**src/design/tlkoi_pkg.sv**
```systemverilog
// Shared types and constants for the three-level key offset index.
package tlkoi_pkg;

    localparam logic [1:0] FUNC_ADD    = 2'd0;
    localparam logic [1:0] FUNC_FINISH = 2'd1;
    localparam logic [1:0] FUNC_LOOKUP = 2'd2;
    localparam logic [1:0] FUNC_UNUSED = 2'd3;

    localparam int LOCAL_W = 16;
    localparam int RUN_W   = 32;
    localparam int LEN_W   = 10;

    typedef enum logic [2:0] {
        ST_IDLE,
        ST_WALK,
        ST_LOOK,
        ST_LOOK_SUM
    } back_state_t;

endpackage

```
**src/design/tlkoi_front.sv**
```systemverilog
// Two-entry item queue in front of the table walker.
module tlkoi_front #(
    parameter int KEY_BITS = 16
) (
    input  logic                           clk,
    input  logic                           rst_n,
    input  logic                           in_valid,
    output logic                           in_ready,
    input  logic [1:0]                     in_func,
    input  logic [KEY_BITS-1:0]            in_key,
    input  logic [tlkoi_pkg::LEN_W-1:0]    in_length,
    output logic                           q_valid,
    input  logic                           q_pop,
    output logic [1:0]                     q_func,
    output logic [KEY_BITS-1:0]            q_key,
    output logic [tlkoi_pkg::LEN_W-1:0]    q_length
);
    localparam int IW = 2 + KEY_BITS + tlkoi_pkg::LEN_W;
    logic [IW-1:0] slot_reg [2];
    logic [1:0]    cnt_reg;
    logic          rd_reg, wr_reg;
    logic          push, pop;

    assign in_ready = (cnt_reg != 2'd2);
    assign push = in_valid && in_ready && (in_func != tlkoi_pkg::FUNC_UNUSED);
    assign pop  = q_pop && q_valid;
    assign q_valid = (cnt_reg != 2'd0);
    assign {q_func, q_key, q_length} = slot_reg[rd_reg];

    always_ff @(posedge clk)
    begin
        if (push)
        begin
            slot_reg[wr_reg] <= {in_func, in_key, in_length};
        end
    end

    always_ff @(posedge clk or negedge rst_n)
    begin
        if (!rst_n)
        begin
            cnt_reg <= '0;
            rd_reg  <= 1'b0;
            wr_reg  <= 1'b0;
        end
        else
        begin
            if (push)
            begin
                wr_reg <= ~wr_reg;
            end
            if (pop)
            begin
                rd_reg <= ~rd_reg;
            end
            cnt_reg <= cnt_reg + {1'b0, push} - {1'b0, pop};
        end
    end
endmodule

```
**config.mk**
```make
export PLATFORM = sky130hd
export DESIGN_NAME = tlkoi_front
export DESIGN_NICKNAME = d
export VERILOG_FILES = /design/src/design/tlkoi_pkg.sv /design/src/design/tlkoi_front.sv
export SDC_FILE = /design/constraint.sdc
export NUM_CORES = 1
export LEC_CHECK = 0
export BUFFER_PORTS_ARGS = -buffer_cell sky130_fd_sc_hd__buf_2
export CAP_MARGIN = 20
export CORE_UTILIZATION = 46
export CTS_CLUSTER_SIZE = 16
export DETAILED_ROUTE_END_ITERATION = 6
export MAX_ROUTING_LAYER = met4
export PLACE_DENSITY_LB_ADDON = 0.08
export SLEW_MARGIN = 20
export SYNTH_ARGS = -nofsm -noshare
export SYNTH_HDL_FRONTEND = slang
export SYNTH_SLANG_ARGS = --single-unit
export TNS_END_PERCENT = 1
```
**constraint.sdc**
```tcl
create_clock -name clk -period 2.13 [get_ports clk]
set_input_delay 0.1065 -clock clk [delete_from_list [all_inputs] [get_ports clk]]
set_output_delay 0.1065 -clock clk [all_outputs]
set_load 0.05 [all_outputs]
```
==> flow_metrics.env <==
export IMPL_num_rows=25
export IMPL_largest_reg_flops=56
export IMPL_cts_sinks=60
export IMPL_ant_nets=0
export IMPL_hold_viol=0
export IMPL_first_pass_iters=4
export IMPL_synth_top_cell_area_share=0.740
export IMPL_p_switching_mw=1.77
export IMPL_root_buffer="clkbuf_8"
export IMPL_p_leak_nw=1.26
export IMPL_diodes=0
export IMPL_synthArstFlopShare=0.0667
export IMPL_finalCritPeriodShare=0.790
export IMPL_crit_family="adder cells"
export IMPL_finalMaxSlewViolations=0
export IMPL_start_kind="register"
export IMPL_post_dp_cell_area_um2=2660
export IMPL_core_area_um2=4750
export IMPL_seqPwrFrac=0.346
export IMPL_cts_htree_levels=3
export IMPL_seqCellArea_um2=1780
export IMPL_cts_resized_gates=0
export IMPL_clock_fmax_mhz=594
export IMPL_cts_made_buffers=9
export IMPL_holdBufCountCts=29
export IMPL_via_count=1250
export IMPL_slew_headroom=0.747
export IMPL_synth_top_family_by_area="multiplexers"
export IMPL_grt_max_degree=29
export IMPL_path_cells="or2_1, and2_4, ha_1, inv_1, ha_1, xnor2_1, xnor2_1"
export IMPL_die_y_um=72.3
export IMPL_clock_skew_ps=5.26
export IMPL_internal_power_mw=2.93
export IMPL_slowest_stage="dfrtp_1"
export IMPL_synthMuxAreaShare=0.155
export IMPL_antenna_found_initial=0
export IMPL_die_area_um2=5230
export IMPL_io_buffers=61
export IMPL_p_comb_frac=0.403
export IMPL_finalWirelength_um=3770
export IMPL_slowest_delay_ps=400
export IMPL_fin_tns_setup_ps=0
export IMPL_synthesis_nets=140
export IMPL_synth_area_top_cells="edfxtp_1 74%, mux2_2 8.9%, mux2_4 6.6%"
export IMPL_drv_cap=0
export IMPL_yosys_top_cells_count="56 x edfxtp_1, 18 x mux2_2, 10 x mux2_4, 4 x dfrtp_1, 3 x xnor2_1"
export IMPL_status="finished clean"
export IMPL_end_kind="register"
export IMPL_hp_class="input port to register"
export IMPL_tritoncts="built"
export IMPL_cts_max_path_buffers=2
export IMPL_synth_enable_flop_cells=56
export IMPL_synth_area_um2=2270
export IMPL_synth_xor_area_frac=0.0154
export IMPL_crit_type="register to register"
export IMPL_path_clk_slew_ps=60
export IMPL_gp_congestion=0.781
export IMPL_clkLatencyLatePin_ps=330
export IMPL_grt_overflow=0
export IMPL_drive_gt1_frac=0.512
export IMPL_ys_ff_latch=60
export IMPL_design_area_um2=3180
export IMPL_nNetsFinal=242
export IMPL_area_delta_synth_final_pct=40.1
export IMPL_multi_input_area_um2=455
export IMPL_setup_viol=0
export IMPL_final_util=0.670
export IMPL_ys_warn_count=0
export IMPL_drcViolationCount=0
export IMPL_path_max_fanout=3
export IMPL_synth_compound_area_frac=0
export IMPL_grt_pass1_wl_um=5890
export IMPL_grt_use_total=0.166
export IMPL_dpl_hpwl_um=2270
export IMPL_powerDensity_nw_per_um2=1470
export IMPL_pin_count=62
export IMPL_peakVddDrop_mv=0.809
export IMPL_post_cts_buffers=0
export IMPL_yosysSeqAreaShare=0.784
export IMPL_via_per_inst=4.46
export IMPL_synth_most_common_cell="edfxtp_1"
export IMPL_yosysTopAreaCell="edfxtp_1"
export IMPL_worst_pin_slew_ps=379
export IMPL_layout_min_cycle_time_ps=1680
export IMPL_ys_flop_type="edfxtp_1"
export IMPL_start_util=0.478
export IMPL_clockPowerShare=0.251
export IMPL_ys_types=17
export IMPL_grt_pass1_vias=1337
export IMPL_n_fill_cell=358
export IMPL_required_ps=2380
export IMPL_synthCells=106
export IMPL_syn_area_per_cell_um2=21.4
export IMPL_arrival_ps=1930
export IMPL_die_x_um=72.3
export IMPL_p_sw_frac=0.377
export IMPL_wl_per_cell_um=13.5
export IMPL_yosys_area_share_adder=0.0110
export IMPL_drt_iter0_markers=97
export IMPL_synth_simple_area_share=0.0165
export IMPL_crit_buf_inv=1
export IMPL_rsz0062_at_grt="no"
path summary, 6_finish.rpt:
path,startpoint,endpoint,slack [ps],depth (start not counted)
worst max-delay path,cnt_reg[1]$_DFF_PN0_,cnt_reg[1]$_DFF_PN0_,450,7
worst min-delay path,q_pop,rd_reg$_DFFE_PN0P_,90,3
worst max register to register,cnt_reg[1]$_DFF_PN0_,cnt_reg[1]$_DFF_PN0_,450,7
worst min register to register,cnt_reg[1]$_DFF_PN0_,cnt_reg[1]$_DFF_PN0_,500,1
max in group asynchronous,rst_n,wr_reg$_DFFE_PN0N_,1890,2
min in group asynchronous,rst_n,cnt_reg[1]$_DFF_PN0_,120,2
cell type report:
class | instances | area share
sequential | 60 | 0.560
timing repair buffer | 94 | 0.196
multi-input combinational | 41 | 0.143
clock buffer | 10 | 0.0401
clock inverter | 6 | 0.0322
tap | 67 | 0.0263
inverter | 2 | 0.00236
per-stage QoR:
step / cells / total power, mW / hold slack, ps / setup slack [ps]
2_1_floorplan: 106 / 3.18 / -189 / -136
3_3_place_gp: 235 / 3.48 / -86.8 / 507
3_5_place_dp: 235 / 3.52 / -80.4 / 446
4_1_cts: 280 / 4.75 / 73.5 / 429
5_1_grt: 280 / 4.89 / 85.1 / 377
6_report: 280 / 4.69 / 86.9 / 446
power groups by stage:
| stage | sequential, mW | clock (mW) | combinational (mW) |
|---|---|---|---|
| floorplan | 1.63 | 0 | 1.55 |
| global placement | 1.63 | 0 | 1.85 |
| detailed placement | 1.65 | 0 | 1.87 |
| CTS | 1.62 | 1.21 | 1.92 |
| global route | 1.65 | 1.25 | 1.99 |
| finish | 1.62 | 1.18 | 1.89 |
tightest hold or removal path: stages:
cell,delay (ps)
buf_2,80
and2_4,140
xor2_1,50
cell usage in the layout, fill, tap and decap left out, types with 2 or more instances in the layout:
cell type / instances
buf_2: 61
buf_4: 4
bufinv_16: 3
clkbuf_8: 9
clkinv_1: 2
dfrtp_1: 4
dlygate4sd3_1: 29
edfxtp_1: 56
ha_1: 2
inv_1: 2
mux2_2: 18
mux2_4: 10
nor2_2: 2
xnor2_1: 3
logic make-up after synthesis:
family | after synthesis
buffers and inverters | 5
DFF | 60
and+or+nand+nor | 7
xor gates and xnor gates | 4
adders and majority gates | 2
muxes | 28
layer usage:
metal / up-vias / global-route usage / share of wire / routed length, um
li1: 609 / - / - / -
met1: 590 / 0.167 / 0.42 / 1580
met2: 40 / 0.278 / 0.51 / 1920
met3: 11 / 0.0431 / 0.040 / 149
met4: 0 / 0.118 / 0.030 / 114
met5: - / - / 0 / 0
(Power assumes the default switching activity.)
